--- config.mk ---
export PLATFORM = sky130hd
export DESIGN_NAME = amgs_bit_counter
export DESIGN_NICKNAME = d
export VERILOG_FILES = /design/src/design/amgs_pkg.sv /design/src/design/amgs_bit_counter.sv
export SDC_FILE = /design/constraint.sdc
export NUM_CORES = 1
export LEC_CHECK = 0
export ABC_AREA = 1
export BUFFER_PORTS_ARGS = -buffer_cell sky130_fd_sc_hd__buf_2
export CAP_MARGIN = 20
export CORE_MARGIN = 4
export CORE_UTILIZATION = 53
export DETAILED_ROUTE_END_ITERATION = 16
export PLACE_DENSITY_LB_ADDON = 0.08
export SLEW_MARGIN = 25
export SYNTH_ARGS = -nofsm -noshare
export SYNTH_HDL_FRONTEND = slang
export SYNTH_SLANG_ARGS = --single-unit
export TNS_END_PERCENT = 50
--- constraint.sdc ---
create_clock -name clk -period 3.15 [get_ports clk]
set_input_delay 0.63 -clock clk [delete_from_list [all_inputs] [get_ports clk]]
set_output_delay 0.63 -clock clk [all_outputs]
set_load 0.02 [all_outputs]
--- src/design/amgs_pkg.sv ---
// ----------------------------------------------------------------------------
// amgs_pkg
// Shared sizes, codes, item types and helpers of the graph store.
// ----------------------------------------------------------------------------
package amgs_pkg;

  localparam int NV    = 64;             // number of vertices
  localparam int VW    = $clog2(NV);     // row / column index width
  localparam int CW    = VW + 1;         // degree count width, holds NV
  localparam int VTX_W = 7;              // vertex and degree field width

  localparam logic [2:0] OP_ADD_VERTEX = 3'd0;
  localparam logic [2:0] OP_ADD_EDGE   = 3'd1;
  localparam logic [2:0] OP_REM_VERTEX = 3'd2;
  localparam logic [2:0] OP_REM_EDGE   = 3'd3;
  localparam logic [2:0] OP_QUERY      = 3'd4;
  localparam logic [2:0] OP_MIN_VERTEX = 3'd5;

  localparam logic [2:0] KIND_EXISTS = 3'd0;
  localparam logic [2:0] KIND_ABSENT = 3'd1;
  localparam logic [2:0] KIND_ADJ    = 3'd2;
  localparam logic [2:0] KIND_MIN    = 3'd3;
  localparam logic [2:0] KIND_EMPTY  = 3'd4;

  typedef struct packed {
    logic [2:0]       opcode;
    logic [VTX_W-1:0] vertex_a;
    logic [VTX_W-1:0] vertex_b;
  } cmd_t;

  typedef struct packed {
    logic [2:0]       result_kind;
    logic             adjacent;
    logic [VTX_W-1:0] vertex_out;
    logic [VTX_W-1:0] degree_out;
  } result_t;

  typedef struct packed {
    logic          rd_en;
    logic [VW-1:0] rd_addr;
    logic          wr_en;
    logic [VW-1:0] wr_addr;
    logic [NV-1:0] wr_data;
  } ram_req_t;

  typedef struct packed {
    logic load;
    logic shift;
  } cnt_ctl_t;

  function automatic logic [NV-1:0] bit_mask(logic [VW-1:0] idx);
    return {{(NV-1){1'b0}}, 1'b1} << idx;
  endfunction

endpackage

--- src/design/amgs_bit_counter.sv ---
// ----------------------------------------------------------------------------
// amgs_bit_counter
// Serial population count: a row is shifted out one bit per cycle while shift is high.
// ----------------------------------------------------------------------------
module amgs_bit_counter
  import amgs_pkg::*;
(
  input  logic          clk,
  input  cnt_ctl_t      ctl,
  input  logic [NV-1:0] data,
  output logic [CW-1:0] count
);

  logic [NV-1:0] sh;

  always_ff @(posedge clk) begin
    if (ctl.load) begin
      sh    <= data;
      count <= '0;
    end else if (ctl.shift) begin
      sh    <= sh >> 1;
      count <= count + CW'(sh[0]);
    end
  end

endmodule

==> metrics.csv <==
stage,metric,value,unit
run_status,status,completed,
yosys,synth.cell_area,0.00306,sq mm
floorplan,rows,27,
final_layout,antennaDiodeCount,0,
placed_design,gp_congestion,0.746,
worst_setup_path,setup.worst_path.class,primary input to flip-flop,
worst_setup_path,cp_cell_sequence,buf_2 > inv_1 > nand2_2 > buf_12,
sta,clock.fmax,605,MHz
cts,cts_max_path_buffers,2,
sta,layout_setup_ws,1.50,ns
floorplan,start_util,55.1,%
placed_design,dpl.hpwl,3600,microns
floorplan,die_w,83.9,microns
sta,setup_violations,0,
detailed_routing,drt-initial-drc-count,115,
hold_path,hold_path.class,flip-flop to flip-flop,
detailed_routing,viasPerCell,4.72,
sta,final_max_slew_viol_count,0,
floorplan,dieHeight,83.9,microns
final_layout,multiInputGateArea,891,sq um
final_layout,mostFrequentLayoutCells,"199 x nand2_1, 73 x buf_2, 64 x edfxtp_1, 11 x nor2_1, 9 x clkbuf_8",
sta,fin_worst_skew,0.00633,ns
sta,fin_tns_setup,0,ns
cts,clk_pin_slew_worst_paths,0.07,ns
cts,cts_resized,0,
sta,period_share,52.5,%
worst_setup_path,critPathLaunchType,primary input,
cts,clock_tree.htree_level_count,3,
final_layout,nets,459,
yosys,seq_area_frac_synth,67.5,%
placed_design,dp.cells,451,
final_layout,stdcell_count,467,
final_layout,n_fill_cell,482,
floorplan,coreArea,0.00554,sq mm
yosys,ys_ff_latch,71,
pwr,pwr_density_cell,569,mW/mm^2
global_route,grt_usage,16.9,%
yosys,syn_avg_cell_area,9.64,sq um
floorplan,io_pins,74,
worst_setup_path,end_kind,flip-flop,
worst_setup_path,cpMaxStageDelayCell,nand2_2,
sta,tightest_slew,0.658,ns
cts,cts_hold_buf,0,
pwr,ir_worst_vdd,0.340,mV
sta,rsz0062_at_grt,false,
cts,post_cts_buffers,0,
worst_setup_path,max_stage_delay,0.48,ns
yosys,ys_types,16,
sta,hold_viol,0,
cts,cts_tree,done,
placed_design,placed_area,0.00347,sq mm
global_route,grt_max_degree,71,
global_route,grt-ovfl-total,0,
detailed_routing,wl,5640,microns
floorplan,dieArea,0.00704,sq mm
final_layout,syn_to_final_growth,20.2,%
worst_setup_path,cp.arrival,1.68,ns
final_layout,final_common_cell,nand2_1,
cts,cts_buffers,9,
job,drv_cap,0,
detailed_routing,route.vias.total,2206,
detailed_routing,drc,0,
worst_setup_path,cp_max_fo,39,
detailed_routing,ant_nets,0,
cts,cts_root_buffer,clkbuf_8,
yosys,ys_warn_count,0,
detailed_routing,drt-wirelength-per-cell,12.1,microns
cts,cts_sinks,71,
yosys,synth_cells,317,
placed_design,dp_slack,1.15,ns
sta,max-slew-margin-rel,56.1,%
worst_setup_path,cp.required,3.17,ns
yosys,syn-num-nets,386,
global_route,antenna_found_initial,0,
global_route,grt_pass1_wl,9400,microns
final_layout,final_cell_area,0.00367,sq mm
final_layout,ff_latch_area,0.00206,sq mm
sta,fin_crit,1.65,ns
detailed_routing,dr.pass1.iters,4,
pwr,power_leakage,1.80,nW
global_route,grt_pass1_vias,2171,
final_layout,drive_above_1_share,23.5,%
placed_design,portBuffers,73,
cts,clock_latency,0.33,ns
## critical path: cells and delay by family
| family | cells | cell delay, ns |
|---|---|---|
| buffers and inverters | 3 | 0.54 |
| and+or+nand+nor | 1 | 0.48 |
## synth_stat cells (all sizes together)
cell type | number | share of area, %
nand2 | 201 | 25
edfxtp | 64 | 63
nor2 | 12 | 1.7
buf | 9 | 2.0
dfxtp | 7 | 4.6
inv | 7 | 0.86
clkbuf | 5 | 0.61
a21oi | 4 | 0.78
nand3 | 3 | 0.49
o21ai | 3 | 0.49
ha | 2 | 0.82
## per-stage QoR
stage	hold WS, ns	power (W)	utilization, %
after floorplan	0.487	0.00129	-
after global placement	0.480	0.00135	62.6
after detailed placement	0.494	0.00136	62.6
after CTS	0.514	0.00211	66.3
after global routing	0.532	0.00220	66.3
final	0.511	0.00209	66.3
## path summary, 6_finish.rpt
check	depth (start not counted)	startpoint	slack [ns]	endpoint
setup reg to reg	6	sh[0]$_DFFE_PP_	1.86	count[2]$_SDFFE_PP0P_
setup / recovery	4	ctl[0]	1.50	sh[31]$_DFFE_PP_
hold / removal	2	sh[7]$_DFFE_PP_	0.51	sh[6]$_DFFE_PP_
hold reg to reg	2	sh[7]$_DFFE_PP_	0.51	sh[6]$_DFFE_PP_
## routing by layer
metal | GRT usage [%] | part of all wire (%) | vias to the layer above
met3 | 5.82 | 5.5 | 9
met2 | 27.4 | 48 | 45
met1 | 20.7 | 45 | 992
li1 | - | - | 1160
met4 | 6.73 | 1.4 | 0
met5 | 0 | 0 | -
## area by class of cell
class | instances | area share [%]
multi-input cells | 225 | 24.3
flip-flops and latches | 71 | 56.1
inverters | 7 | 0.715
repair buffers | 76 | 10.9
clock inverters | 5 | 1.98
well taps | 72 | 2.45
clock buffers | 11 | 3.58
## state kept, by name (all words and copies together) (netlist names)
signal and count:
sh 64, count 7
## power by group
group          switching [W]  leakage [nW]  internal [W]  total [W]
clock network       0.000314         0.102      0.000440   0.000754
logic               0.000105         0.972     0.0000728   0.000178
registers          0.0000254         0.726       0.00113    0.00116
total               0.000445          1.80       0.00165    0.00209
## cells by family after synthesis
kind of cell | share of synthesized area, %
adders and majority gates | 0.819
and+or+nand+nor | 27.0
buffers and inverters | 3.44
AOI/OAI and AO/OA | 1.27
DFF | 67.5
(Power assumes the default switching activity.)
