### src/design/amgs_pkg.sv
// ----------------------------------------------------------------------------
// amgs_pkg
// Shared sizes, codes, item types and helpers of the graph store.
// ----------------------------------------------------------------------------
package amgs_pkg;

  localparam int NV    = 64;             // number of vertices
  localparam int VW    = $clog2(NV);     // row / column index width
  localparam int CW    = VW + 1;         // degree count width, holds NV
  localparam int VTX_W = 7;              // vertex and degree field width

  localparam logic [2:0] OP_ADD_VERTEX = 3'd0;
  localparam logic [2:0] OP_ADD_EDGE   = 3'd1;
  localparam logic [2:0] OP_REM_VERTEX = 3'd2;
  localparam logic [2:0] OP_REM_EDGE   = 3'd3;
  localparam logic [2:0] OP_QUERY      = 3'd4;
  localparam logic [2:0] OP_MIN_VERTEX = 3'd5;

  localparam logic [2:0] KIND_EXISTS = 3'd0;
  localparam logic [2:0] KIND_ABSENT = 3'd1;
  localparam logic [2:0] KIND_ADJ    = 3'd2;
  localparam logic [2:0] KIND_MIN    = 3'd3;
  localparam logic [2:0] KIND_EMPTY  = 3'd4;

  typedef struct packed {
    logic [2:0]       opcode;
    logic [VTX_W-1:0] vertex_a;
    logic [VTX_W-1:0] vertex_b;
  } cmd_t;

  typedef struct packed {
    logic [2:0]       result_kind;
    logic             adjacent;
    logic [VTX_W-1:0] vertex_out;
    logic [VTX_W-1:0] degree_out;
  } result_t;

  typedef struct packed {
    logic          rd_en;
    logic [VW-1:0] rd_addr;
    logic          wr_en;
    logic [VW-1:0] wr_addr;
    logic [NV-1:0] wr_data;
  } ram_req_t;

  typedef struct packed {
    logic load;
    logic shift;
  } cnt_ctl_t;

  function automatic logic [NV-1:0] bit_mask(logic [VW-1:0] idx);
    return {{(NV-1){1'b0}}, 1'b1} << idx;
  endfunction

endpackage

### src/design/amgs_row_ram.sv
// ----------------------------------------------------------------------------
// amgs_row_ram
// Adjacency row memory, one read and one write port, registered read data.
// A row never written since reset reads as all zeros.
// ----------------------------------------------------------------------------
module amgs_row_ram
  import amgs_pkg::*;
(
  input  logic          clk,
  input  logic          rst,
  input  ram_req_t      req,
  output logic [NV-1:0] rd_data
);

  logic [NV-1:0] mem [NV];
  logic [NV-1:0] row_valid;

  always_ff @(posedge clk) begin
    if (req.wr_en) begin
      mem[req.wr_addr] <= req.wr_data;
    end
    if (req.rd_en) begin
      rd_data <= row_valid[req.rd_addr] ? mem[req.rd_addr] : '0;
    end
  end

  always_ff @(posedge clk) begin
    if (rst) begin
      row_valid <= '0;
    end else if (req.wr_en) begin
      row_valid[req.wr_addr] <= 1'b1;
    end
  end

endmodule

### config.mk
export PLATFORM = sky130hd
export DESIGN_NAME = amgs_row_ram
export DESIGN_NICKNAME = d
export VERILOG_FILES = /design/src/design/amgs_pkg.sv /design/src/design/amgs_row_ram.sv
export SDC_FILE = /design/constraint.sdc
export NUM_CORES = 2
export LEC_CHECK = 0
export BUFFER_PORTS_ARGS = -buffer_cell sky130_fd_sc_hd__buf_2
export CORE_UTILIZATION = 59
export CTS_BUF_LIST = sky130_fd_sc_hd__clkbuf_4
export CTS_CLUSTER_SIZE = 12
export DETAILED_ROUTE_END_ITERATION = 8
export GPL_ROUTABILITY_DRIVEN = 1
export PLACE_DENSITY_LB_ADDON = 0.08
export SETUP_SLACK_MARGIN = 0.3
export SLEW_MARGIN = 20
export SYNTH_ARGS = -nofsm -noshare
export SYNTH_HDL_FRONTEND = slang
export SYNTH_SLANG_ARGS = --single-unit
### constraint.sdc
create_clock -name clk -period 6.9 [get_ports clk]
set_clock_uncertainty 0.15 [all_clocks]
set_input_delay 1.38 -clock clk [delete_from_list [all_inputs] [get_ports clk]]
set_output_delay 1.38 -clock clk [all_outputs]
set_load 0.1 [all_outputs]
==> impl_metrics.tcl <==
set metrics [dict create \
    hold_class "primary input to register" \
    drc_errors 0 \
    antenna_found_initial 36 \
    stdcell_count 12701 \
    synth_top_area_share_pct 77.5 \
    required_ns 5.37 \
    final_core_util_pct 66.6 \
    cts_buffers 1132 \
    p_leak_nw 59.3 \
    hp-start "req[27]" \
    worstReg2RegEnd "rd_data[18]" \
    synthTopCellsByArea "edfxtp_1 77%, mux4_2 12%, mux2i_1 3.6%, dfxtp_1 0.79%, a22oi_1 0.64%" \
    critPathCaptureType "output port" \
    synth_nets 7466 \
    track_usage_pct 35.0 \
    power_mw 51.3 \
    cts.sinks 4224 \
    layout_common_cells "4,160 x edfxtp_1, 1,576 x clkbuf_4, 830 x mux4_2, 580 x mux2i_1, 179 x buf_4" \
    path_clk_slew_ns 0.07 \
    seq_area_frac_synth_pct 78.3 \
    finalHoldViolCount 0 \
    outcome "complete, no violations" \
    cts_resized 0 \
    tightestPinTransition_ns 1.21 \
    gp_congestion 0.793 \
    cp_max_fo 8 \
    startpoint_type "register" \
    max_slew_margin_pct 19.4 \
    cp.buffers_inverters 1 \
    die_x_um 525 \
    die_h_um 525 \
    routed-via-count 87078 \
    netlist_instances 7386 \
    pre_cts_ws_ns 1.91 \
    firstDrtPassIters 5 \
    dp.cells 10914 \
    routedWlPerCell_um 37.3 \
    initialDrtViolationCount 11610 \
    ioPinCount 144 \
    yosys.area_share.simple_pct 1.45 \
    area_growth_pct 12.0 \
    clk_latency_ns 1.65 \
    hold_end "mem[20][27]" \
    worstPathCellList "buf_2" \
    vias_per_cell 6.86 \
    hpwlAfterDp_um 237000 \
    vdd_drop_max_mv 0.172 \
    drt-total-wl_um 474000 \
    ys_seq_elements 4224 \
    synth_compound_area_share_pct 3.33 \
    grt_overflow 0 \
    slew_viol_final 0 \
    cap_violations 0 \
    final_common_cell "edfxtp_1" \
    layout-drive-gt1-share_pct 32.9 \
    finalCriticalPeriod_ns 4.54 \
    synth_area_um2 161000 \
    yosys_warnings 0 \
    fin_crit_sh_pct 65.9 \
    core_um2 271000 \
    layout.nets 8561 \
    synthXorXnorAreaFrac_pct 0 \
    grt_pass1_vias 88006 \
    num_rows 191 \
    synth_top_family_by_area "multiplexers" \
    synth-main-ff-cell "edfxtp_1" \
    ys_async_sr_fraction_pct 0 \
    fin_ws_ns 2.36 \
    power_density_nw_per_um2 284 \
    syn_area_per_cell_um2 21.8 \
    min_path_cells 1 \
    die_area_um2 275000 \
    fin_setup_tns_ns 0 \
    slowest_stage "edfxtp_1" \
    max_freq_mhz 220 \
    cts_tree "done" \
    rsz0062_at_grt "false" \
    cp.arrival_ns 3.01 \
    synthMuxAreaShare_pct 15.6 \
    finalSetupViolCount 0 \
    synthAdderAreaFrac_pct 0 \
    port_buffers 143 \
    initial_core_util_pct 59.4 \
    grt_max_degree 95 \
    ff2ff_path_depth 6 \
    synth-edff-count 4160 \
    ys_types 66 \
    yosys.area.top_type "edfxtp_1" \
    rrSetupSlack_ns 4.18 \
    slowest_delay_ns 0.86 \
    cp_top_family "flip-flops" \
    final_antenna_net_count 0 \
    htreeDepth 7 \
    path_class "register to output port" \
    grt_pass1_wl_um 656000 \
    cts_buffer_depth 5 \
    clock-root-buffer "clkbuf_4" \
    fillerInstances 17996 \
    worstReg2RegStart "row_valid[60]" \
]
## stage by stage
step / hold slack, ns / area [um2]
after floorplan: 0.282 / 161000
after global placement: 0.292 / 168000
after detailed placement: 0.304 / 168000
after CTS: 0.0737 / 180000
after global routing: 0.0598 / 181000
final: 0.104 / 181000
## state kept, by name, summed over array words and instances, names as in the netlist
name and cells:
row_valid 64, mem 4096, rd_data 64
## metal layers
layer	track usage, %	wire length (um)	up-vias
li1	-	-	34006
met1	48.5	175000	46255
met2	53.9	225000	5899
met3	8.13	54700	904
met4	15.1	18400	14
met5	0	95	-
## cell usage after synthesis, drive strengths merged, types with 6 or more instances
master	instances
edfxtp	4160
nand2b	13
nor3	12
nand3	39
nand2	126
nand4	12
a32oi	17
a2bb2oi	6
and2	35
mux2	34
clkbuf	174
o22ai	109
o21ai	42
a311oi	18
a31oi	67
dfxtp	64
a21o	39
and3	17
or3	8
a211oi	20
nor2b	16
mux4	839
o221ai	86
buf	254
nor2	219
a221oi	29
a211o	23
a21oi	129
mux2i	580
a22oi	138
## logic make-up (layout without fill, tap and decap cells)
| group | Yosys count | count (layout) |
|---|---|---|
| and+or+nand+nor | 516 | 516 |
| other | 0 | 36 |
| buffers and inverters | 433 | 2142 |
| muxes | 1453 | 1453 |
| AOI/OAI and AO/OA | 760 | 760 |
| DFF | 4224 | 4224 |
## worst max path at each step
stage | from | to | slack (ns) | depth (start not counted)
global placement | req[72] | rd_data[2] | 1.88 | 8
global route | rd_data[8] | rd_data[8] | 2.33 | 1
detailed placement | req[71] | rd_data[31] | 1.91 | 8
CTS | rd_data[8] | rd_data[8] | 2.25 | 1
finish | rd_data[8] | rd_data[8] | 2.36 | 1
floorplan | req[64] | mem[59][0] | 1.45 | 4
## repair_timing
item / CTS / global route
buffers inserted: 0 / 0
hold buffers: 0 / 1
endpoints found under the hold margin: 0 / 1
## area by class of cell
type | count | area, um2 | area share, %
clock inverter | 172 | 912 | 0.505
antenna | 36 | 90.1 | 0.0499
timing repair buffer | 390 | 3630 | 2.01
multi-input combinational | 2729 | 33400 | 18.5
clock buffer | 1576 | 11800 | 6.55
sequential | 4224 | 126000 | 69.9
inverter | 4 | 27.5 | 0.0152
tap | 3570 | 4470 | 2.47
## where the power goes
part	switching [mW]	total (mW)	internal (mW)
Sequential	0.0658	28.4	28.4
Clock	9.62	20.3	10.7
Combinational	1.69	2.54	0.850
(Power assumes the default switching activity.)
